## config.mk

```make
export PLATFORM = sky130hd
export DESIGN_NAME = midi_saw_oscillator_voice
export DESIGN_NICKNAME = d
export VERILOG_FILES = /design/src/rtl/core/msov_pkg.sv /design/src/rtl/core/midi_saw_oscillator_voice.sv
export SDC_FILE = /design/constraint.sdc
export NUM_CORES = 1
export LEC_CHECK = 0
export ABC_AREA = 1
export BUFFER_PORTS_ARGS = -buffer_cell sky130_fd_sc_hd__buf_2
export CAP_MARGIN = 20
export CELL_PAD_IN_SITES_DETAIL_PLACEMENT = 1
export CELL_PAD_IN_SITES_GLOBAL_PLACEMENT = 1
export CORE_ASPECT_RATIO = 0.7
export CORE_MARGIN = 8
export CORE_UTILIZATION = 35
export DETAILED_ROUTE_END_ITERATION = 8
export GPL_TIMING_DRIVEN = 0
export PLACE_DENSITY_LB_ADDON = 0.08
export SYNTH_ARGS = -nofsm -noshare
export SYNTH_HDL_FRONTEND = slang
export SYNTH_SLANG_ARGS = --single-unit
```

## constraint.sdc

```tcl
create_clock -name clk_i -period 15.35 [get_ports clk_i]
set_input_delay 3.07 -clock clk_i [delete_from_list [all_inputs] [get_ports clk_i]]
set_output_delay 3.07 -clock clk_i [all_outputs]
set_load 0.005 [all_outputs]
```

## src/rtl/core/msov_pkg.sv

```systemverilog
`timescale 1ns / 1ps

package msov_pkg;

  // Audio sample rate that the note table is built for.
  localparam int unsigned SAMPLE_RATE_HZ = 44100;

  localparam int unsigned PHASE_W = 24;
  localparam int unsigned STEP_W  = 23;
  localparam int unsigned NOTE_W  = 7;
  localparam int unsigned VOL_W   = 7;

  // Item codes on the opcode field.
  localparam logic [1:0] OP_KEYBOARD   = 2'd0;
  localparam logic [1:0] OP_CONTROLLER = 2'd1;
  localparam logic [1:0] OP_TICK       = 2'd2;

  // MIDI status nibbles, channel nibble stripped.
  localparam logic [3:0] ST_NOTE_OFF = 4'h8;
  localparam logic [3:0] ST_NOTE_ON  = 4'h9;
  localparam logic [3:0] ST_CONTROL  = 4'hB;

  localparam logic [1:0]       FULL_MSG_LEN = 2'd3;
  localparam logic [NOTE_W-1:0] CC_VOLUME   = 7'd2;
  localparam logic [VOL_W-1:0]  VOL_RESET   = 7'd127;

  typedef logic [STEP_W-1:0] step_table_t [128];

  // 2^(k/12) in Q30.
  localparam logic [31:0] SEMITONE_Q30 [12] = '{
    32'd1073741824, 32'd1137589835, 32'd1205234447, 32'd1276901417,
    32'd1352829926, 32'd1433273380, 32'd1518500250, 32'd1608794974,
    32'd1704458901, 32'd1805811301, 32'd1913190429, 32'd2026954652
  };

  localparam logic [63:0] STEP_DEN = 64'(SAMPLE_RATE_HZ) << 12;
  localparam logic [63:0] STEP_MAX = 64'h7F_FFFF;

  // Phase increment per note, worked out at elaboration only.
  function automatic step_table_t build_step_table();
    step_table_t tbl;
    int unsigned m;
    logic [63:0] num;
    logic [63:0] q;
    for (int n = 0; n < 128; n++) begin
      m   = n + 3;
      num = (64'd440 * 64'(SEMITONE_Q30[m % 12])) << (m / 12);
      q   = (num + STEP_DEN / 2) / STEP_DEN;
      if (q > STEP_MAX) begin
        q = STEP_MAX;
      end
      tbl[n] = q[STEP_W-1:0];
    end
    return tbl;
  endfunction

  localparam step_table_t STEP_TABLE = build_step_table();

endpackage

```

## src/rtl/core/midi_saw_oscillator_voice.sv

```systemverilog
`timescale 1ns / 1ps

// A tick word's sample passes from the input register through the product register to
// the output register, which drives sample_o; a stall downstream can hold the word in
// any of these registers along the way.
// Throughput: one word per cycle, messages and ticks alike, set by the
// three-register pipeline; a stalled output holds the pipeline back one stage at a time.
// Reset (rst_ni low, asynchronous): phase, step and held note cleared, gate
// closed, volume at full scale (127), all pipeline stages empty.

module midi_saw_oscillator_voice (
  input  logic        clk_i,
  input  logic        rst_ni,

  input  logic        in_valid_i,
  output logic        in_stall_o,
  input  logic [1:0]  opcode_i,
  input  logic [1:0]  msg_length_i,
  input  logic [7:0]  status_byte_i,
  input  logic [6:0]  data_one_i,
  input  logic [6:0]  data_two_i,

  output logic        sample_valid_o,
  input  logic        sample_stall_i,
  output logic signed [23:0] sample_o
);

  localparam int unsigned PW = msov_pkg::PHASE_W;
  localparam int unsigned XW = 31;  // width of the offset product

  // Offset that makes the scaled product non-negative: 127 * 2^23.
  localparam logic [XW-1:0] PROD_OFFSET = 31'(127) << 23;

  // ---------------------------------------------------------------------------
  // Stage 1: input register. Every accepted word lands here first.
  // ---------------------------------------------------------------------------
  logic                       s1_valid_q, s1_valid_d;
  logic [1:0]                 s1_opcode_q;
  logic [1:0]                 s1_len_q;
  logic [3:0]                 s1_status_q;
  logic [msov_pkg::NOTE_W-1:0] s1_d1_q;
  logic [msov_pkg::VOL_W-1:0]  s1_d2_q;

  // Voice state.
  logic [PW-1:0]                phase_q, phase_d;
  logic [msov_pkg::STEP_W-1:0]  step_q, step_d;
  logic [msov_pkg::NOTE_W-1:0]  note_q, note_d;
  logic                         gate_q, gate_d;
  logic [msov_pkg::VOL_W-1:0]   vol_q, vol_d;

  // Stage 2: offset product of a tick. Stage 3: output register.
  logic            s2_valid_q, s2_valid_d;
  logic [XW-1:0]   s2_x_q, s2_x_d;
  logic            s3_valid_q, s3_valid_d;
  logic [PW-1:0]   s3_sample_q, s3_sample_d;

  logic s3_ready;
  logic s2_ready;
  logic s1_is_tick;
  logic s1_go;
  logic in_accept;

  // A stage can load when it is empty or its word leaves in this cycle.
  // Messages never need stage 2, so they retire from stage 1 at once.
  assign s3_ready   = !s3_valid_q || !sample_stall_i;
  assign s2_ready   = !s2_valid_q || s3_ready;
  assign s1_is_tick = (s1_opcode_q == msov_pkg::OP_TICK);
  assign s1_go      = s1_valid_q && (!s1_is_tick || s2_ready);
  assign in_stall_o = s1_valid_q && !s1_go;
  assign in_accept  = in_valid_i && !in_stall_o;

  always_comb begin
    s1_valid_d = s1_valid_q;
    if (in_accept) begin
      s1_valid_d = 1'b1;
    end else if (s1_go) begin
      s1_valid_d = 1'b0;
    end
  end

  // ---------------------------------------------------------------------------
  // Message handling and tick product, between stage 1 and stage 2. A message
  // counts only when all three bytes arrived; opcode 3 falls through untouched.
  // ---------------------------------------------------------------------------
  logic               full_msg;
  logic signed [31:0] prod;

  assign full_msg = (s1_len_q == msov_pkg::FULL_MSG_LEN);
  assign prod     = $signed(phase_q) * $signed({1'b0, vol_q});

  always_comb begin
    phase_d    = phase_q;
    step_d     = step_q;
    note_d     = note_q;
    gate_d     = gate_q;
    vol_d      = vol_q;
    s2_valid_d = s2_valid_q;
    s2_x_d     = s2_x_q;

    if (s2_ready) begin
      s2_valid_d = 1'b0;
    end

    if (s1_go) begin
      case (s1_opcode_q)
        msov_pkg::OP_TICK: begin
          // The sample sees the state as it is now; the phase then moves on.
          s2_valid_d = 1'b1;
          s2_x_d     = gate_q ? (prod[XW-1:0] + PROD_OFFSET) : PROD_OFFSET;
          phase_d    = phase_q + {1'b0, step_q};
        end
        msov_pkg::OP_KEYBOARD: begin
          if (full_msg && s1_status_q == msov_pkg::ST_NOTE_ON) begin
            note_d = s1_d1_q;
            step_d = msov_pkg::STEP_TABLE[s1_d1_q];
            gate_d = 1'b1;
          end else if (full_msg && s1_status_q == msov_pkg::ST_NOTE_OFF &&
                       note_q == s1_d1_q) begin
            gate_d = 1'b0;
          end
        end
        msov_pkg::OP_CONTROLLER: begin
          if (full_msg && s1_status_q == msov_pkg::ST_CONTROL &&
              s1_d1_q == msov_pkg::CC_VOLUME) begin
            vol_d = s1_d2_q;
          end
        end
        default: begin
        end
      endcase
    end
  end

  // ---------------------------------------------------------------------------
  // Division by 127, between stage 2 and stage 3. 1/127 is expanded as
  // 1/128 + 1/128^2 + ..., which falls short by at most four; the remainder
  // is then under 5 * 127 and a short compare chain tops the quotient up.
  // Removing the offset afterwards turns the floor of the offset value into
  // the floor of the signed product, i.e. rounding toward negative infinity.
  // ---------------------------------------------------------------------------
  logic [PW-1:0] q_est;
  logic [XW-1:0] rem_full;
  logic [9:0]    rem;
  logic [2:0]    corr;
  logic [PW-1:0] q_fix;

  assign q_est = s2_x_q[XW-1:7] + PW'(s2_x_q[XW-1:14]) + PW'(s2_x_q[XW-1:21]) +
                 PW'(s2_x_q[XW-1:28]);
  assign rem_full = s2_x_q - {q_est, 7'b0} + {7'b0, q_est};
  assign rem      = rem_full[9:0];
  assign corr     = 3'(rem >= 10'd127) + 3'(rem >= 10'd254) +
                    3'(rem >= 10'd381) + 3'(rem >= 10'd508);
  assign q_fix    = q_est + PW'(corr);

  always_comb begin
    s3_valid_d  = s3_valid_q;
    s3_sample_d = s3_sample_q;
    if (s3_ready) begin
      s3_valid_d = s2_valid_q;
      if (s2_valid_q) begin
        // Subtracting 2^23 from a value below 2^24 flips the top bit.
        s3_sample_d = {~q_fix[PW-1], q_fix[PW-2:0]};
      end
    end
  end

  assign sample_valid_o = s3_valid_q;
  assign sample_o       = $signed(s3_sample_q);

  // ---------------------------------------------------------------------------
  // Registers
  // ---------------------------------------------------------------------------
  always_ff @(posedge clk_i or negedge rst_ni) begin
    if (!rst_ni) begin
      s1_valid_q <= 1'b0;
      s2_valid_q <= 1'b0;
      s3_valid_q <= 1'b0;
      phase_q    <= '0;
      step_q     <= '0;
      note_q     <= '0;
      gate_q     <= 1'b0;
      vol_q      <= msov_pkg::VOL_RESET;
    end else begin
      s1_valid_q <= s1_valid_d;
      s2_valid_q <= s2_valid_d;
      s3_valid_q <= s3_valid_d;
      phase_q    <= phase_d;
      step_q     <= step_d;
      note_q     <= note_d;
      gate_q     <= gate_d;
      vol_q      <= vol_d;
    end
  end

  // Payload registers carry no reset.
  always_ff @(posedge clk_i) begin
    if (in_accept) begin
      s1_opcode_q <= opcode_i;
      s1_len_q    <= msg_length_i;
      s1_status_q <= status_byte_i[7:4];
      s1_d1_q     <= data_one_i;
      s1_d2_q     <= data_two_i;
    end
    s2_x_q      <= s2_x_d;
    s3_sample_q <= s3_sample_d;
  end

  // ---------------------------------------------------------------------------
  // Assertions
  // ---------------------------------------------------------------------------
  a_stall_needs_word: assert property (@(posedge clk_i) disable iff (!rst_ni)
    in_stall_o |-> s1_valid_q && s1_is_tick)
    else $error("input stalled without a blocked tick in stage 1");

  a_phase_advance: assert property (@(posedge clk_i) disable iff (!rst_ni)
    (s1_go && s1_is_tick) |=> phase_q == $past(phase_q + {1'b0, step_q}))
    else $error("phase did not advance by the step on a tick");

  a_phase_hold: assert property (@(posedge clk_i) disable iff (!rst_ni)
    !(s1_go && s1_is_tick) |=> $stable(phase_q))
    else $error("phase moved without a tick");

  a_remainder_bound: assert property (@(posedge clk_i) disable iff (!rst_ni)
    s2_valid_q |-> rem_full < 31'd635)
    else $error("quotient estimate outside its correction range");

  a_s2_hold: assert property (@(posedge clk_i) disable iff (!rst_ni)
    (s2_valid_q && !s3_ready) |=> s2_valid_q && $stable(s2_x_q))
    else $error("product stage lost a blocked word");

endmodule
```

==> results of run 1 <==
[critical path: cells and delay by family, from the launching register on]
kind	cells	cell delay [ns]
AOI/OAI and AO/OA	1	0.19
buffers and inverters	7	0.74
xor gates and xnor gates	2	0.38
and+or+nand+nor	14	2.09
DFF	1	0.55
adders and majority gates	9	3.77
[synthesized netlist by cell type, types with 2 or more instances]
cell type / number
buf_1: 5
buf_2: 7
o2111ai_1: 3
edfxtp_1: 77
a32o_1: 2
o211ai_1: 13
o31ai_1: 8
nand4_1: 41
a21boi_0: 2
a22oi_1: 7
nor3_1: 20
o221ai_1: 7
nand3_1: 97
fa_1: 148
or2_2: 15
nand2_1: 713
a21oi_1: 130
dfrtp_1: 58
a211oi_1: 4
clkbuf_2: 12
clkinv_1: 8
inv_1: 620
o21a_1: 4
a21o_1: 6
mux2_2: 7
nor2_2: 10
xor2_1: 28
o21ai_0: 139
nand3b_1: 6
xnor2_1: 23
a221oi_1: 6
o311ai_0: 4
nand2_2: 6
nor4_1: 6
o21bai_1: 7
dfstp_2: 7
a31oi_1: 9
nor2_1: 162
clkbuf_1: 58
o22ai_1: 15
ha_1: 161
[how the worst max path moves through the flow]
| stage | from | to | slack [ns] | depth (start not counted) |
|---|---|---|---|---|
| 2_1_floorplan | sample_stall_i | in_stall_o | 8.70 | 6 |
| 3_3_place_gp | s2_x_q[22] | sample_o[16] | 7.60 | 33 |
| 3_5_place_dp | s2_x_q[22] | sample_o[16] | 7.55 | 33 |
| 4_1_cts | s2_x_q[22] | sample_o[16] | 7.51 | 33 |
| 5_1_grt | s2_x_q[22] | sample_o[16] | 6.89 | 33 |
| 6_report | s2_x_q[22] | sample_o[16] | 7.37 | 33 |
[report_power, final]
| group | internal, mW | switching [mW] |
|---|---|---|
| sequential | 0.452 | 0.0242 |
| combinational | 0.194 | 0.458 |
| clock | 0.259 | 0.194 |
| total | 0.905 | 0.676 |
[kinds of logic (layout without fill, tap and decap cells)]
kind of cell,Yosys count,in the layout,synth area share
buffers and inverters,711,798,0.144
flip-flops,142,142,0.211
other,0,1,0
XOR/XNOR,52,52,0.0247
AND/OR/NAND/NOR,1079,1079,0.237
AO/OA/AOI/OAI,372,372,0.114
adder cells (fa/ha/maj),309,309,0.266
multiplexers,7,7,0.00421
[metal layers]
metal / vias to the layer above / routed length, µm / GRT usage
met2: 516 / 27300 / 0.319
li1: 8482 / - / -
met1: 8823 / 40900 / 0.397
met5: - / 0 / 0
met3: 47 / 7380 / 0.0871
met4: 0 / 1100 / 0.0488
[area by class of cell]
cell class	count	area (µm²)	area share
Clock inverter	14	181	0.00883
Tap cell	693	867	0.0422
Buffer	82	333	0.0162
Antenna cell	1	2.50	0.000122
Clock buffer	18	429	0.0209
Multi-Input combinational cell	1819	12100	0.588
Sequential cell	142	3950	0.192
Inverter	629	2360	0.115
Timing Repair Buffer	55	338	0.0164
[sequential cells by signal, indices dropped and copies added (netlist names), 4 cells and up]
name	cells
s1_status_q	4
note_q	7
s1_d2_q	7
sample_o	24
s2_x_q	31
s1_d1_q	7
vol_q	7
phase_q	24
step_q	23
[stage by stage]
| step | instances | hold slack [ns] | power, mW | utilization | setup WS, ns |
|---|---|---|---|---|---|
| 6_report | 3453 | 0.483 | 1.58 | 0.385 | 7.37 |
| 5_1_grt | 3452 | 0.515 | 1.68 | 0.385 | 6.89 |
| 4_1_cts | 3452 | 0.489 | 1.59 | 0.385 | 7.51 |
| 3_5_place_dp | 3420 | 0.474 | 1.12 | 0.374 | 7.55 |
| 3_3_place_gp | 3416 | 0.468 | 1.11 | 0.372 | 7.60 |
| 2_1_floorplan | 2672 | 0.447 | 0.892 | - | 8.70 |
==> results_dict.tcl, run 1 <==
set metrics [dict create \
    status "finished, final reports clean" \
    irDropWorstVdd_mv 0.0712 \
    final_max_slew_viol_count 0 \
    cp-start-kind "register" \
    die_h_um 210 \
    cts_tree "built" \
    grt_start_max_net_pins 53 \
    root_buffer "clkbuf_16" \
    holdBufCountCts 0 \
    place.gp.congestion 0.986 \
    grt_pass1_wl_um 117000 \
    arrival_ns 8.18 \
    reg2reg_from "s2_x_q[22]" \
    path_clk_slew_ns 0.07 \
    synth_top_area_share 0.158 \
    fp.coreArea_mm2 0.0533 \
    finClkSkew_ns 0.0110 \
    mostFrequentLayoutCell "nand2_1" \
    viasPerCell 5.17 \
    setup_viol 0 \
    worstSetupPathType "reg -> reg" \
    synth_area_leaders "fa_1, nand2_1, inv_1" \
    ff2ff_setup_slack_ns 7.37 \
    synth_cell_types 52 \
    firstDrtPassIters 5 \
    rsz0062_at_grt "false" \
    grt-ovfl-total 0 \
    synth-main-ff-cell "edfxtp_1" \
    synth.net_count 3011 \
    place_area_mm2 0.0199 \
    ff2ff_path_depth 33 \
    synth_edf_count 77 \
    hold_violations 0 \
    r2r_end "sample_o[16]" \
    yosys_warnings 0 \
    fp-row-count 71 \
    totalNegativeSetupSlack_ns 0 \
    nets 3085 \
    synth_seq_cells 142 \
    drt-initial-drc-count 1383 \
    p_leak_nw 11.5 \
    slew_headroom 0.320 \
    clkLatencyLatePin_ns 0.46 \
    holdPathEnd "vol_q[3]" \
    fmax_mhz 125 \
    cts_buffers 17 \
    cts.repair.resized 0 \
    hold_path.class "reg -> reg" \
    grt_usage 0.252 \
    fin_area_mm2 0.0205 \
    end_kind "register" \
    slowest_stage "edfxtp_1" \
    clock-sinks 142 \
    cp_slowest_stage_delay_ns 0.55 \
    post-cts-setup-buffers 0 \
    syn2layout_area_growth_pct 9.73 \
    fin_crit_sh 0.520 \
    most-common-layout-cells "nand2_1, inv_1, nor2_1, ha_1, fa_1" \
    routed_wl_um 76600 \
    maxCapViolCount 0 \
    min_path_cells 1 \
    synthArstFlopShare 0.458 \
    ys_seq_area_frac 0.211 \
    antenna_found_initial 1 \
    syn_inst 2672 \
    grt_pass1_vias 18600 \
    vias 17900 \
    die_x_um 292 \
    drive_gt1_frac 0.0558 \
    wire_per_inst_um 22.2 \
    dp_hpwl_um 65000 \
    die-area_mm2 0.0613 \
    drc_errors 0 \
    syn_avg_cell_area_um2 7.01 \
    tightest_slew_ns 1.02 \
    ios 56 \
    cp_max_fo 5 \
    port_buffers 51 \
    synth_area_leader_cell "fa_1" \
    synthesis.area_mm2 0.0187 \
    start_util 0.351 \
    required_ns 15.55 \
    ant_nets 0 \
    fin_crit_ns 7.98 \
    p_per_area_mw_per_mm2 77.0 \
    h-tree-depth 4 \
    clockBufferDepth 2 \
    fillers 6821 \
    min_from "s1_d2_q[3]" \
]
Note: power is estimated with default switching activity, not from simulation.
==> inputs of run 2 (changes only) <==
==> constraint.sdc (replaced) <==
create_clock -name clk_i -period 6.43 [get_ports clk_i]
set_input_delay 1.286 -clock clk_i [delete_from_list [all_inputs] [get_ports clk_i]]
set_output_delay 1.286 -clock clk_i [all_outputs]
set_load 0.005 [all_outputs]
==> run 2 against run 1 <==
Against the previous run: the run now ends with negative setup slack left; sequential share of layout area is 0.60 points lower; clock skew is 0.00087 ns higher; routed wire length is 1.3% higher; critical path depth stayed put; non-clock buffer count is 38 higher; register-to-register slack worse by 7.5 ns; global-route usage is 0.20 points higher; power grew to 2.6 times the previous value; largest power group unchanged.
==> results_dict.tcl, run 2 (synthesized netlist as in run 1, its figures left out) <==
set metrics [dict create \
    rsz0062_at_grt "true" \
    tightest_slew_ns 1.02 \
    fp.coreArea_mm2 0.0533 \
    die_x_um 292 \
    cp_slowest_stage_delay_ns 0.56 \
    syn2layout_area_growth_pct 13.3 \
    fp-row-count 71 \
    topRoutingLayerUsed "met4" \
    die_h_um 210 \
    routed-wl-met3_um 7460 \
    arrival_ns 6.78 \
    ios 56 \
    hold_violations 0 \
    routed_wl_um 77600 \
    p_switching_mw 1.73 \
    intPower_mw 2.33 \
    cts_buffers 17 \
    seqPwrFrac 0.280 \
    firstDrtPassIters 5 \
    worstSetupPathType "reg -> reg" \
    drt-met1-wl_um 41000 \
    fin_crit_ns 6.58 \
    drive_gt1_frac 0.0944 \
    antenna_found_initial 1 \
    most-common-layout-cells "nand2_1, inv_1, nor2_1, ha_1, fa_1" \
    dp_hpwl_um 65000 \
    nets 3123 \
    setup_viol 6 \
    slowest_stage "fa_1" \
    place.gp.congestion 0.986 \
    cp_max_fo 4 \
    grt_pass1_vias 18800 \
    largest-register "s2_x_q" \
    cp-start-kind "register" \
    path_clk_slew_ns 0.07 \
    wl_met2_um 28000 \
    irDropWorstVdd_mv 0.170 \
    ant_nets 0 \
    crit_path_frequent_cell "inv_2" \
    die-area_mm2 0.0613 \
    drc_errors 0 \
    cp_num_buf_inv 8 \
    h-tree-depth 4 \
    maxCapViolCount 0 \
    grt_start_max_net_pins 53 \
    largest_reg_flops 31 \
    finalPower_mw 4.07 \
    cts_tree "built" \
    crit_family "adder cells" \
    final_max_slew_viol_count 0 \
    grt_pass1_wl_um 118000 \
    dp_cells 3420 \
    required_ns 6.63 \
    end_kind "register" \
    p_per_area_mw_per_mm2 192 \
    fmax_mhz 152 \
    fin_crit_sh 1.02 \
    drt-initial-drc-count 1488 \
    p_leak_nw 11.7 \
    p_comb_frac 0.454 \
    holdBufCountCts 0 \
    port_buffers 51 \
    clkLatencyLatePin_ns 0.46 \
    hold_path.class "reg -> reg" \
    grt_usage 0.254 \
    p_clk_frac 0.267 \
    violations "negative setup slack" \
    vias 18100 \
    start_util 0.351 \
    fin_cells 3491 \
    status "finished with violations" \
    root_buffer "clkbuf_16" \
    power_switching_share 0.426 \
    mostFrequentLayoutCell "nand2_1" \
    fin_ws_ns -0.147 \
    clock-sinks 142 \
    slew_headroom 0.321 \
    grt-ovfl-total 0 \
    clockBufferDepth 2 \
    wire_per_inst_um 22.2 \
    finClkSkew_ns 0.0119 \
    viasPerCell 5.18 \
]
run 2: changes by cell type in the layout (fill, tap and decap cells not counted), sizes merged:
| cell | delta |
|---|---|
| buf | +44 |
| clkbuf | -6 |
run 2: repair_timing:
action / in CTS / in global routing
resized for setup: 58 / 41
pin swaps: 31 / 19
setup endpoints to repair: 28 / 27
gates cloned: 0 / 0
setup buffers: 32 / 12
run 2: cell type report:
cell class	count	area (µm²)
fillers	6785	32100
multi-input cells	1819	12400
flip-flops and latches	142	3950
inverters	629	2370
well taps	693	867
repair buffers	99	687
clock buffers	18	429
plain buffers	76	319
clock inverters	14	181
diodes	1	2.50
run 2: worst register-to-register path, delay by kind of cell (launching register included):
family	cells	cell delay, ns
xor+xnor	2	0.39
simple gates	13	1.30
buf+inv	8	0.48
compound gates	1	0.15
flops	1	0.38
fa+ha+maj	9	3.64
run 2: path summary, 6_finish.rpt:
kind	cells past startpoint	slack (ns)	start	end
setup / recovery	33	-0.15	s2_x_q[8]	sample_o[16]
hold / removal	1	0.48	s1_d2_q[3]	vol_q[3]
setup reg to reg	33	-0.15	s2_x_q[8]	sample_o[16]
hold reg to reg	1	0.48	s1_d2_q[3]	vol_q[3]
max in group asynchronous	2	5.13	rst_ni	vol_q[1]
min in group asynchronous	1	0.68	rst_ni	phase_q[9]
run 2: routing by layer:
metal	up-vias	global-route usage
li1	8561	-
met1	8957	0.398
met2	534	0.324
met3	43	0.0884
met4	0	0.0497
met5	-	0
run 2: metrics by stage:
step	worst slack (ns)	area [µm²]	TNS, ns	hold slack [ns]	utilization
2_1_floorplan	0.0869	18700	0	0.447	-
3_3_place_gp	-1.32	19800	-18.27	0.468	0.372
3_5_place_dp	-1.37	19900	-20.49	0.474	0.374
4_1_cts	-0.00399	21000	-0.00399	0.489	0.394
5_1_grt	-0.417	21200	-4.08	0.515	0.398
6_report	-0.147	21200	-0.385	0.485	0.398
run 2: power by group through the flow:
| stage | combinational, mW | clock, mW | sequential (mW) |
|---|---|---|---|
| after detailed placement | 1.53 | 0 | 1.15 |
| after floorplan | 0.996 | 0 | 1.13 |
| after CTS | 1.69 | 1.11 | 1.14 |
| after global placement | 1.49 | 0 | 1.15 |
| final | 1.84 | 1.08 | 1.14 |
| after global routing | 2.01 | 1.14 | 1.15 |
==> inputs of run 3 (changes only) <==
--- a/config.mk
+++ b/config.mk
@@ -15,7 +15,7 @@
 export CORE_UTILIZATION = 35
 export DETAILED_ROUTE_END_ITERATION = 8
 export GPL_TIMING_DRIVEN = 0
-export PLACE_DENSITY_LB_ADDON = 0.08
+export PLACE_DENSITY_LB_ADDON = 0.1
 export SYNTH_ARGS = -nofsm -noshare
 export SYNTH_HDL_FRONTEND = slang
 export SYNTH_SLANG_ARGS = --single-unit
==> run 3 against run 2 <==
Against the previous run: the run still ends with negative setup slack left; critical path depth down 2; core utilization down 0.27 points; die area did not move; clock power shrank 4%; final cell count about the same; global-route usage is 0.23 points higher.
==> results_dict.tcl, run 3 (synthesized netlist as in run 1, its figures left out) <==
set metrics [dict create \
    ant_nets 0 \
    die_h_um 210 \
    drt-initial-drc-count 1496 \
    cp-start-kind "register" \
    rsz0062_at_grt "true" \
    viasPerCell 5.22 \
    routed_wl_um 78200 \
    ios 56 \
    grt-ovfl-total 0 \
    nets 3120 \
    met3_usage 0.0597 \
    grt_pass1_wl_um 119000 \
    r2r_end "sample_o[16]" \
    p_switching_mw 1.71 \
    cts_tree "built" \
    violations "negative setup slack" \
    p_per_area_mw_per_mm2 188 \
    fp.coreArea_mm2 0.0533 \
    status "finished with violations" \
    final_util 0.395 \
    largest_reg_flops 31 \
    port_buffers 51 \
    totalNegativeSetupSlack_ns -0.0886 \
    h-tree-depth 4 \
    slew_headroom 0.315 \
    fillers 6820 \
    place_area_mm2 0.0199 \
    clkLatencyLatePin_ns 0.46 \
    grt-busiest-layer "met1" \
    drive_gt1_frac 0.0895 \
    antenna_found_initial 1 \
    path_clk_slew_ns 0.06 \
    seqPwrFrac 0.288 \
    final_max_slew_viol_count 0 \
    cp_slowest_stage_delay_ns 0.57 \
    grt_pass1_vias 18800 \
    most-common-layout-cells "nand2_1, inv_1, nor2_1, ha_1, fa_1" \
    ff2ff_setup_slack_ns -0.09 \
    largest-register "s2_x_q" \
    mostFrequentLayoutCell "nand2_1" \
    fin_crit_ns 6.52 \
    arrival_ns 6.71 \
    place.gp.congestion 0.997 \
    fin_cells 3488 \
    slowest_stage "fa_1" \
    end_kind "register" \
    firstDrtPassIters 5 \
    ff2ff_path_depth 31 \
    required_ns 6.62 \
    drc_errors 0 \
    hold_path.class "reg -> reg" \
    holdPathEnd "vol_q[6]" \
    grt_use_met1 0.422 \
    cts_buffers 17 \
    syn2layout_area_growth_pct 12.5 \
    maxCapViolCount 0 \
    root_buffer "clkbuf_16" \
    p_comb_frac 0.450 \
    p_leak_nw 11.7 \
    grt_usage 0.256 \
    place_ws_ns -1.56 \
    die_x_um 292 \
    min_path_cells 1 \
    reg2reg_from "s2_x_q[8]" \
    finClkSkew_ns 0.0104 \
    min_from "s1_d2_q[6]" \
    irDropWorstVdd_mv 0.167 \
    use_met2 0.326 \
    clock-sinks 142 \
    vias 18200 \
    whs_ns 0.483 \
    setup_viol 1 \
    fmax_mhz 153 \
    seqCellArea_mm2 0.00395 \
    clockBufferDepth 2 \
    dp_cells 3421 \
    fin_area_mm2 0.0211 \
    finalPower_mw 3.96 \
    cp_max_fo 3 \
    intPower_mw 2.24 \
    fp-row-count 71 \
    hold_violations 0 \
    tightest_slew_ns 1.02 \
    grt_start_max_net_pins 66 \
    die-area_mm2 0.0613 \
    fin_ws_ns -0.0886 \
    start_util 0.351 \
    dp_hpwl_um 65600 \
    power_switching_share 0.433 \
    multi_input_area_mm2 0.0123 \
    p_clk_frac 0.263 \
    holdBufCountCts 0 \
    fin_crit_sh 1.01 \
    wire_per_inst_um 22.4 \
    worstSetupPathType "reg -> reg" \
]
## run 3: cell count changes in the layout (fill, tap and decap cells not counted), moves of 3 or more
| cell | delta |
|---|---|
| ha_4 | -4 |
| buf_4 | -5 |
| ha_1 | +5 |
| inv_1 | +3 |
| nand2_2 | -5 |
| nand2_4 | +4 |
## run 3: area by class of cell
class,instances,area share
Inverter,629,0.112
Buffer,77,0.0154
Clock buffer,18,0.0204
Timing Repair Buffer,95,0.0303
Tap cell,693,0.0412
Sequential cell,142,0.187
Multi-Input combinational cell,1819,0.585
Clock inverter,14,0.00737
Antenna cell,1,0.000119
## run 3: worst max-delay path by stage
stage,cells after the start,from,end
2_1_floorplan,33,s2_x_q[8],sample_o[16]
3_3_place_gp,33,s2_x_q[22],sample_o[16]
3_5_place_dp,33,s2_x_q[22],sample_o[16]
4_1_cts,31,s2_x_q[8],sample_o[16]
5_1_grt,37,s2_x_q[8],sample_o[11]
6_report,31,s2_x_q[8],sample_o[16]
## run 3: per-layer routing
metal  part of all wire  up-vias
met5                  0        -
met4              0.013        0
met3              0.086       46
met2               0.36      578
met1               0.54     9017
li1                   -     8553
## run 3: what timing repair did
action                     in CTS  in global routing
pin swaps                      30                 13
setup endpoints to repair      28                 20
resized for setup              57                 29
buffers inserted               25                 15
cloned                          0                  0
## run 3: power groups by stage
stage                     Combinational [mW]  Clock [mW]  Sequential (mW)
after floorplan                        0.996           0             1.13
after global placement                  1.50           0             1.15
after detailed placement                1.54           0             1.16
after CTS                               1.69        1.07             1.14
after global routing                    1.95        1.09             1.15
final                                   1.78        1.04             1.14
## run 3: critical path: cells and delay by family (launching register included)
| kind | cells | cell delay (ns) |
|---|---|---|
| adder cells (fa/ha/maj) | 8 | 3.14 |
| buffers and inverters | 6 | 0.54 |
| AO/OA/AOI/OAI | 1 | 0.15 |
| XOR/XNOR | 2 | 0.39 |
| AND/OR/NAND/NOR | 14 | 1.63 |
| flip-flops | 1 | 0.38 |
